File: src/rtl/scs_pkg.sv
// Shared types, widths and codes of the shadow call stack checker.
package scs_pkg;

  localparam int STACK_DEPTH_DEF = 32;

  localparam int KIND_W     = 2;
  localparam int PID_W      = 22;
  localparam int UID_W      = 32;
  localparam int ADDR_W     = 64;
  localparam int CNT_W      = 64;
  localparam int RES_W      = 3;
  localparam int NEST_W     = 6;
  localparam int CFG_IDX_W  = 2;
  localparam int CFG_DATA_W = 64;

  typedef logic [KIND_W-1:0] kind_t;
  localparam kind_t KIND_SYSCALL = 2'd0;
  localparam kind_t KIND_CALL    = 2'd1;
  localparam kind_t KIND_RETURN  = 2'd2;
  localparam kind_t KIND_NONE    = 2'd3;

  typedef logic [RES_W-1:0] res_t;
  localparam res_t RES_CALLED    = 3'd0;
  localparam res_t RES_VIRTUAL   = 3'd1;
  localparam res_t RES_RETURNED  = 3'd2;
  localparam res_t RES_UNMATCHED = 3'd3;
  localparam res_t RES_ARMED     = 3'd4;
  localparam res_t RES_BUDGET    = 3'd5;
  localparam res_t RES_FAULT     = 3'd6;
  localparam res_t RES_OVERFLOW  = 3'd7;

  typedef logic [CFG_IDX_W-1:0] cfg_idx_t;
  localparam cfg_idx_t CFG_ROOT_PID    = 2'd0;
  localparam cfg_idx_t CFG_BEGIN_COUNT = 2'd1;
  localparam cfg_idx_t CFG_END_COUNT   = 2'd2;

  typedef enum logic [2:0] {
    ST_IDLE,
    ST_DECIDE,
    ST_POP,
    ST_RD,
    ST_BUDGET
  } state_t;

  // controller to datapath
  typedef struct packed {
    logic load;
    logic emit;
    res_t res;
    logic last;
    logic push;
    logic pop;
    logic set_armed;
    logic set_halted;
  } cmd_t;

  // datapath to controller
  typedef struct packed {
    logic              halted;
    logic              armed;
    kind_t             kind;
    logic              pid_match;
    logic              level_zero;
    logic              level_full;
    logic              count_zero;
    logic              begin_hit;
    logic              over_end;
    logic              top_match;
    logic              out_free;
    logic [NEST_W-1:0] level;
  } sts_t;

endpackage

File: src/rtl/scs_if.sv


interface scs_out_if;
  logic                         valid;
  logic                         ready;
  logic [scs_pkg::RES_W-1:0]    event_res;
  logic [scs_pkg::ADDR_W-1:0]   address;
  logic [scs_pkg::NEST_W-1:0]   nesting;
  logic [scs_pkg::UID_W-1:0]    echo_uid;
  logic                         last;

  modport source (output valid, event_res, address, nesting, echo_uid, last,
                  input ready);
  modport sink (input valid, event_res, address, nesting, echo_uid, last,
                output ready);
endinterface

File: src/rtl/scs_ram.sv
// Generic single-write, single-read RAM with registered read data.
module scs_ram #(
  parameter int WIDTH = 64,
  parameter int DEPTH = 32,
  parameter int AW    = $clog2(DEPTH)
) (
  input  logic             clk,
  input  logic             we,
  input  logic [AW-1:0]    waddr,
  input  logic [WIDTH-1:0] wdata,
  input  logic             re,
  input  logic [AW-1:0]    raddr,
  output logic [WIDTH-1:0] rdata
);

  logic [WIDTH-1:0] mem [DEPTH];

  always_ff @(posedge clk) begin
    if (we) begin
      mem[waddr] <= wdata;
    end
    if (re) begin
      rdata <= mem[raddr];
    end
  end

endmodule

File: src/rtl/scs_dp.sv
// Datapath: config registers, latched event, stack level, stack RAM, result register.
module scs_dp #(
  parameter int STACK_DEPTH = scs_pkg::STACK_DEPTH_DEF
) (
  input  logic                            clk,
  input  logic                            rst_n,
  input  logic                            cfg_we,
  input  logic [scs_pkg::CFG_IDX_W-1:0]   cfg_index,
  input  logic [scs_pkg::CFG_DATA_W-1:0]  cfg_wdata,
  input  logic [scs_pkg::KIND_W-1:0]      in_kind,
  input  logic [scs_pkg::PID_W-1:0]       in_proc_id,
  input  logic [scs_pkg::UID_W-1:0]       in_user_id,
  input  logic [scs_pkg::ADDR_W-1:0]      in_func_start,
  input  logic [scs_pkg::CNT_W-1:0]       in_branch_count,
  input  scs_pkg::cmd_t                   cmd,
  output scs_pkg::sts_t                   sts,
  scs_out_if.source                       out_chan
);

  localparam int LVL_W = $clog2(STACK_DEPTH + 1);
  localparam int AW    = $clog2(STACK_DEPTH);

  logic [scs_pkg::PID_W-1:0]  root_pid_r;
  logic [scs_pkg::CNT_W-1:0]  begin_count_r;
  logic [scs_pkg::CNT_W-1:0]  end_count_r;

  scs_pkg::kind_t             kind_r;
  logic [scs_pkg::PID_W-1:0]  pid_r;
  logic [scs_pkg::UID_W-1:0]  uid_r;
  logic [scs_pkg::ADDR_W-1:0] fstart_r;
  logic [scs_pkg::CNT_W-1:0]  count_r;

  logic [LVL_W-1:0] level_r, level_nxt, level_dec;
  logic             armed_r, halted_r;

  logic [scs_pkg::ADDR_W-1:0] top_word;

  logic                        out_valid_r;
  scs_pkg::res_t               res_r;
  logic [scs_pkg::ADDR_W-1:0]  addr_r;
  logic [scs_pkg::NEST_W-1:0]  nest_r;
  logic [scs_pkg::UID_W-1:0]   euid_r;
  logic                        last_r;

  logic [scs_pkg::ADDR_W-1:0]  addr_nxt;
  logic [scs_pkg::NEST_W-1:0]  nest_nxt;
  logic [scs_pkg::UID_W-1:0]   euid_nxt;

  // configuration
  always_ff @(posedge clk) begin
    if (!rst_n) begin
      root_pid_r    <= '0;
      begin_count_r <= '0;
      end_count_r   <= '0;
    end else if (cfg_we) begin
      unique case (cfg_index)
        scs_pkg::CFG_ROOT_PID:    root_pid_r    <= cfg_wdata[scs_pkg::PID_W-1:0];
        scs_pkg::CFG_BEGIN_COUNT: begin_count_r <= cfg_wdata;
        scs_pkg::CFG_END_COUNT:   end_count_r   <= cfg_wdata;
        default: ;
      endcase
    end
  end

  // latched event word
  always_ff @(posedge clk) begin
    if (cmd.load) begin
      kind_r   <= in_kind;
      pid_r    <= in_proc_id;
      uid_r    <= in_user_id;
      fstart_r <= in_func_start;
      count_r  <= in_branch_count;
    end
  end

  assign level_dec = level_r - LVL_W'(1);

  always_comb begin
    level_nxt = level_r;
    if (cmd.push) begin
      level_nxt = level_r + LVL_W'(1);
    end else if (cmd.pop) begin
      level_nxt = level_dec;
    end
  end

  always_ff @(posedge clk) begin
    if (!rst_n) begin
      level_r  <= '0;
      armed_r  <= 1'b0;
      halted_r <= 1'b0;
    end else begin
      level_r <= level_nxt;
      if (cmd.set_armed) begin
        armed_r <= 1'b1;
      end
      if (cmd.set_halted) begin
        halted_r <= 1'b1;
      end
    end
  end

  scs_ram #(
    .WIDTH (scs_pkg::ADDR_W),
    .DEPTH (STACK_DEPTH),
    .AW    (AW)
  ) u_stack (
    .clk   (clk),
    .we    (cmd.push),
    .waddr (level_r[AW-1:0]),
    .wdata (fstart_r),
    .re    (cmd.pop),
    .raddr (level_dec[AW-1:0]),
    .rdata (top_word)
  );

  // result fields follow from the result code
  always_comb begin
    addr_nxt = fstart_r;
    nest_nxt = scs_pkg::NEST_W'(level_r);
    euid_nxt = '0;
    unique case (cmd.res)
      scs_pkg::RES_CALLED, scs_pkg::RES_RETURNED: euid_nxt = uid_r;
      scs_pkg::RES_VIRTUAL: addr_nxt = top_word;
      scs_pkg::RES_ARMED, scs_pkg::RES_FAULT: begin
        addr_nxt = '0;
        nest_nxt = '0;
      end
      default: ;
    endcase
  end

  always_ff @(posedge clk) begin
    if (!rst_n) begin
      out_valid_r <= 1'b0;
    end else if (cmd.emit) begin
      out_valid_r <= 1'b1;
    end else if (out_chan.ready) begin
      out_valid_r <= 1'b0;
    end
  end

  always_ff @(posedge clk) begin
    if (cmd.emit) begin
      res_r  <= cmd.res;
      addr_r <= addr_nxt;
      nest_r <= nest_nxt;
      euid_r <= euid_nxt;
      last_r <= cmd.last;
    end
  end

  assign out_chan.valid     = out_valid_r;
  assign out_chan.event_res = res_r;
  assign out_chan.address   = addr_r;
  assign out_chan.nesting   = nest_r;
  assign out_chan.echo_uid  = euid_r;
  assign out_chan.last      = last_r;

  always_comb begin
    sts.halted     = halted_r;
    sts.armed      = armed_r;
    sts.kind       = kind_r;
    sts.pid_match  = (pid_r == root_pid_r);
    sts.level_zero = (level_r == '0);
    sts.level_full = (level_r >= LVL_W'(STACK_DEPTH));
    sts.count_zero = (count_r == '0);
    sts.begin_hit  = (count_r == begin_count_r);
    sts.over_end   = (count_r > end_count_r);
    sts.top_match  = (top_word == fstart_r);
    sts.out_free   = !out_valid_r || out_chan.ready;
    sts.level      = scs_pkg::NEST_W'(level_r);
  end

endmodule

File: src/flat_wrapper.sv
// flat-port wrapper written by rule: the top's interface ports become plain ports
module scs_dp_flat 
#(
  parameter int STACK_DEPTH = scs_pkg::STACK_DEPTH_DEF
)
  (clk, rst_n, cfg_we, cfg_index, cfg_wdata, in_kind, in_proc_id, in_user_id, in_func_start, in_branch_count, cmd, sts, out_chan_valid, out_chan_event_res, out_chan_address, out_chan_nesting, out_chan_echo_uid, out_chan_last, out_chan_ready);
  scs_out_if out_chan_i ();
  input  logic clk;
  input  logic rst_n;
  input  logic cfg_we;
  input  logic [scs_pkg::CFG_IDX_W-1:0] cfg_index;
  input  logic [scs_pkg::CFG_DATA_W-1:0] cfg_wdata;
  input  logic [scs_pkg::KIND_W-1:0] in_kind;
  input  logic [scs_pkg::PID_W-1:0] in_proc_id;
  input  logic [scs_pkg::UID_W-1:0] in_user_id;
  input  logic [scs_pkg::ADDR_W-1:0] in_func_start;
  input  logic [scs_pkg::CNT_W-1:0] in_branch_count;
  input  scs_pkg::cmd_t cmd;
  output scs_pkg::sts_t sts;
  output wire logic [$bits(out_chan_i.valid)-1:0] out_chan_valid;
  output wire logic [$bits(out_chan_i.event_res)-1:0] out_chan_event_res;
  output wire logic [$bits(out_chan_i.address)-1:0] out_chan_address;
  output wire logic [$bits(out_chan_i.nesting)-1:0] out_chan_nesting;
  output wire logic [$bits(out_chan_i.echo_uid)-1:0] out_chan_echo_uid;
  output wire logic [$bits(out_chan_i.last)-1:0] out_chan_last;
  input wire logic [$bits(out_chan_i.ready)-1:0] out_chan_ready;
  assign out_chan_valid = out_chan_i.valid;
  assign out_chan_event_res = out_chan_i.event_res;
  assign out_chan_address = out_chan_i.address;
  assign out_chan_nesting = out_chan_i.nesting;
  assign out_chan_echo_uid = out_chan_i.echo_uid;
  assign out_chan_last = out_chan_i.last;
  assign out_chan_i.ready = out_chan_ready;
  scs_dp #(.STACK_DEPTH(STACK_DEPTH)) u_core (.clk(clk), .rst_n(rst_n), .cfg_we(cfg_we), .cfg_index(cfg_index), .cfg_wdata(cfg_wdata), .in_kind(in_kind), .in_proc_id(in_proc_id), .in_user_id(in_user_id), .in_func_start(in_func_start), .in_branch_count(in_branch_count), .cmd(cmd), .sts(sts), .out_chan(out_chan_i));
endmodule
File: config.mk
export PLATFORM = sky130hd
export DESIGN_NAME = scs_dp_flat
export DESIGN_NICKNAME = d
export VERILOG_FILES = /design/src/rtl/scs_pkg.sv /design/src/rtl/scs_if.sv /design/src/rtl/scs_ram.sv /design/src/rtl/scs_dp.sv /design/src/flat_wrapper.sv
export SDC_FILE = /design/constraint.sdc
export NUM_CORES = 2
export LEC_CHECK = 0
export BUFFER_PORTS_ARGS = -buffer_cell sky130_fd_sc_hd__buf_2
export CAP_MARGIN = 20
export CORE_UTILIZATION = 45
export DETAILED_ROUTE_END_ITERATION = 10
export PLACE_DENSITY = 0.68
export SLEW_MARGIN = 15
export SYNTH_ARGS = -nofsm -noshare
export SYNTH_HDL_FRONTEND = slang
export SYNTH_SLANG_ARGS = --single-unit
File: constraint.sdc
create_clock -name clk -period 5.65 [get_ports clk]
set_input_delay 0.8475 -clock clk [delete_from_list [all_inputs] [get_ports clk]]
set_output_delay 0.8475 -clock clk [all_outputs]
set_load 0.02 [all_outputs]
Yosys cells after proc, flatten, opt, wreduce, memory -nomap -nowiden
Memories as Yosys holds them, arrays and structs flattened. A register that Yosys moved wholly into a read port is not among the register bits.
Index checks and enable logic that the tools add are counted.
- output and inout bits: 125
- bits in writable memories: 2048
- memories: 1
- word-level logic and storage cells: 51
- input bits: 264
- flip-flop bits (word level): 449
- memory list (memory ; depth ; bits a word ; rd ports ; clocked after Yosys merged registers in ; wr ports ; RTL line ; text):
    u_core.u_stack.mem ; 32 ; 64 ; 1 ; 1 ; 1 ; scs_ram.sv:16 ; logic [WIDTH-1:0] mem [DEPTH];
- muxes and demuxes: 7
- order comparisons: 2
- reduce and logical (&&, ||, !) cells: 13
- eq/ne operators: 9
- add/subtract/negate cells: 2
- operator list (operator ; number):
    $eq 64x64->1 ; 2
    $pmux 64 s2 ; 1
    $gt 64x64->1 ; 1
    $logic_not 64->1 ; 1
    $eq 22x22->1 ; 1
    $mux 6 ; 2
    $add 6x1->6 const B ; 1
    $eq 3x3->1 const B ; 2
    $ge 6x6->1 const B ; 1
    $logic_not 6->1 ; 1
    $reduce_and 2->1 ; 3
    $sub 6x1->6 const B ; 1
    $mux 1 ; 4
    $reduce_bool 2->1 ; 2
    $reduce_or 2->1 ; 2
    $eq 3x1->1 const B ; 1
    $eq 3x2->1 const B ; 1
    $logic_not 3->1 ; 1
    $eq 2x1->1 const B ; 1
    $eq 2x2->1 const B ; 1
    $logic_not 2->1 ; 1
    $logic_not 1->1 ; 1
    $logic_or 1x1->1 ; 1

Logic depth before layout (Yosys ltp)
- word-level depth: 3
- depth in mapped cells: 11
- gate-level depth less buffers: 9

By module
Synthesis repeated with hierarchy kept, for this count alone.
- cells, all modules: 4812
- area, all modules: 98873.6 um^2
- modules (own cells, without submodules) (module ; instances ; sequential area each (um^2) ; cells an instance ; area each (um^2)):
    scs_ram ; 1 ; 63420.8 ; 3097 ; 79605.1
    scs_dp ; 1 ; 11891.4 ; 1715 ; 19268.5

Worst setup path before layout
OpenSTA, ideal clock, no wires.
- path kind: input to register
- from: input port cmd[3] (netlist bit)
- to: memory u_core.u_stack.mem[31][0], enable pin
- data arrival time: 4096 ps
- cell stages on the path: 4
- buffers on the path: 2
- data required time: 5163 ps
- setup time: 487 ps
- path slack: 1068 ps
- cell sequence: clkbuf_1 > nand2_1 > clkbuf_1 > nor2_1
- longest elaborated chain between the ends: 2
- ends and longest elaborated chain (item ; RTL line ; text):
    start: declaration ; flat_wrapper.sv:18 ; input scs_pkg::cmd_t cmd;
    $mux 1 ; scs_ram.sv:19 ; if (we) begin
    $mux 1 (implied by the code) ; scs_ram.sv:20 ; mem[waddr] <= wdata;
    end: declaration ; scs_ram.sv:16 ;
No other way between the ends.

==> flow_summary.ini <==
[setup_path]
r2r-end = u_core.u_stack.mem[9][28]
slowest_delay_ps = 970
rrSetupSlack_ps = 1980
crit_arrival_ps = 4360
rr_worst_depth = 5
critPathSlowestCell = edfxtp_1
path_class = reg -> out
critPathLaunchType = flop
crit_path_max_fanout = 34
crit_top_cell = nor4_1
required_ps = 4800
r2r-start = u_core.level_r[0]
path_cells = xor2_1 -> nor4_1 -> nand4_1 -> nor4_1 -> buf_4 -> buf_2
crit_path_end_kind = output port

[synth]
synth.top_cell.area_share = 0.731
synth_area_leaders = edfxtp_1, mux4_2, dfxtp_1
avgSynthCellArea_um2 = 20.9
async_reset_ff_frac = 0
yosysWarnings = 0
synth_top_cell_by_area = edfxtp_1
syn-cell-area_um2 = 98700
synth_common_cells = edfxtp_1, mux4_2, nand2_1
synth_most_common_cell = edfxtp_1
synth_edf_count = 2402
synth_seq_area_share = 0.763
synth_cell_types = 46
syn_inst = 4725
synth_seq_cells = 2561
syn_nets = 5058
synthFlopType = edfxtp_1

[job]
max_cap_viol_count = 0

[detailed_routing]
drtIter0Drc = 6331
num_vias = 50086
wl_um = 261000
postRouteAntennaNets = 0
wl_per_cell_um = 31.1
drc = 0
via_per_inst = 5.97
drtPass1Iterations = 6

[placed_design]
dp_hpwl_um = 139000
numPortBuffers = 388
place.gp.congestion = 0.834

[floorplanning]
ios = 389
die_w_um = 470
die_h_um = 470
core.rowCount = 171
die-area_um2 = 221000
coreArea_um2 = 218000
initial_core_util = 0.453

[timing]
final-setup-viol-count = 0
finalMaxSlewViolations = 0
worstMarginPinSlew_ps = 1260
setup-tns-final_ps = 0
hold_viol = 0
finalCriticalPeriod_ps = 5200
slew_headroom = 0.154
max_freq_mhz = 192
finClkSkew_ps = 61.7
post-route-period-util = 0.921
rsz0062_at_grt = false

[cts]
cts_resized = 0
clockBufferDepth = 4
clock_sinks = 2561
post_cts_buffers = 0
clk_latency_ps = 910
htree_levels = 5
ctsHoldBuffers = 0
path_clk_slew_ps = 60
cts_made_buffers = 279
cts_tree = built
cts_root_buf = clkbuf_16

[global_route]
grt_usage = 0.234
antenna_found_initial = 28
grt_pass1_vias = 49736
grt_pass1_wl_um = 367000
grt_max_degree = 129
overflow = 0

[worst_hold_path]
worstHoldEndpoint = u_core.fstart_r[20]
hp-start = in_func_start[20]
min_path_type = in -> reg
min_path_cells = 1

[power]
ir_drop_uv = 311
total_power_uw = 44200
power.leakage_uw = 0.0370
power_density_nw_per_um2 = 387

[cells_and_area]
drive_gt1_frac = 0.308
syn_to_final_growth_pct = 15.8
nNetsFinal = 5670

[outcome]
status = finished, final reports clean
-- stage by stage --
stage | setup WS (ps) | hold slack (ps) | utilization | area (µm²) | std cells
after global routing | 258 | 52.0 | 0.525 | 114000 | 8385
after floorplan | 1070 | 442 | - | 98700 | 4725
final | 447 | 104 | 0.525 | 114000 | 8393
after detailed placement | 1380 | 450 | 0.484 | 105000 | 7909
after CTS | 382 | 31.6 | 0.524 | 114000 | 8375
after global placement | 930 | 442 | 0.484 | 105000 | 7903
-- where the power goes --
part / internal, µW / leakage, µW / switching [µW] / total [µW]
clock network: 10500 / 0.00428 / 7230 / 17700
registers: 21500 / 0.0233 / 396 / 21900
logic: 2030 / 0.00946 / 2580 / 4610
-- layout make-up --
| class | count | area (µm²) |
|---|---|---|
| tap | 2854 | 3570 |
| inverter | 67 | 251 |
| fill | 16652 | 103000 |
| clock inverter | 130 | 1330 |
| clock buffer | 336 | 7400 |
| antenna | 17 | 42.5 |
| sequential | 2561 | 75300 |
| timing repair buffer | 563 | 3880 |
| multi-input combinational | 1865 | 22400 |
-- per-layer routing --
metal	GRT usage	wire, µm	vias up
met5	0	43	-
met3	0.0428	22000	493
met2	0.366	124000	2619
met1	0.330	106000	26562
li1	-	-	20406
met4	0.0837	9310	6
-- sequential cells by signal, indices dropped and copies added (netlist names) --
| signal | cells |
|---|---|
| u_core.level_r | 6 |
| u_core.armed_r | 1 |
| u_core.kind_r | 2 |
| u_core.out_chan.nesting | 6 |
| u_core.u_stack.mem | 2048 |
| u_core.out_chan.address | 64 |
| u_core.begin_count_r | 64 |
| u_core.pid_r | 22 |
| u_core.end_count_r | 64 |
| u_core.out_chan.event_res | 3 |
| u_core.uid_r | 32 |
| u_core.out_chan.valid | 1 |
| u_core.root_pid_r | 22 |
| u_core.u_stack.rdata | 64 |
| u_core.out_chan.last | 1 |
| u_core.fstart_r | 64 |
| u_core.halted_r | 1 |
| u_core.out_chan.echo_uid | 32 |
| u_core.count_r | 64 |
-- kinds of logic (layout without fill, tap and decap cells) --
kind of cell | after synthesis | after routing | share of synthesized area
flip-flops | 2561 | 2561 | 0.763
multiplexers | 704 | 704 | 0.153
AND/OR/NAND/NOR | 659 | 659 | 0.0293
buffers and inverters | 299 | 1096 | 0.0128
AO/OA/AOI/OAI | 279 | 279 | 0.0187
XOR/XNOR | 154 | 154 | 0.0137
adder cells (fa/ha/maj) | 69 | 69 | 0.00875
other | 0 | 17 | 0
-- worst max-delay path: cells and delay by family (launching register included) --
kind | cells | cell delay [ps]
buf+inv | 2 | 370
flops | 1 | 970
simple gates | 3 | 1770
xor+xnor | 1 | 310
-- cells in the final DEF (no fill, tap or decap), drive strengths merged, types with 26 or more instances in the layout --
| cell type | synthesis | routed |
|---|---|---|
| edfxtp | 2402 | 2402 |
| mux4 | 640 | 640 |
| buf | 94 | 563 |
| nand2 | 455 | 455 |
| clkbuf | 138 | 336 |
| dfxtp | 159 | 159 |
| a21boi | 152 | 152 |
| xor2 | 148 | 148 |
| clkinv | 0 | 88 |
| o21ai | 75 | 75 |
| inv | 67 | 75 |
| ha | 69 | 69 |
| mux2 | 64 | 64 |
| nor4 | 58 | 58 |
| nor2 | 44 | 44 |
| and2 | 39 | 39 |
| a21oi | 28 | 28 |
| bufinv | 0 | 26 |
-- how the worst max path moves through the flow --
stage	slack (ps)	cells past startpoint	startpoint	endpoint
floorplan	1070	4	cmd[3]	u_core.u_stack.mem[31][0]
global placement	930	7	u_core.fstart_r[5]	sts[7]
detailed placement	1380	6	u_core.fstart_r[13]	sts[7]
CTS	380	6	u_core.fstart_r[13]	sts[7]
global route	260	6	u_core.fstart_r[13]	sts[7]
finish	450	6	u_core.fstart_r[13]	sts[7]
(Power assumes the default switching activity.)
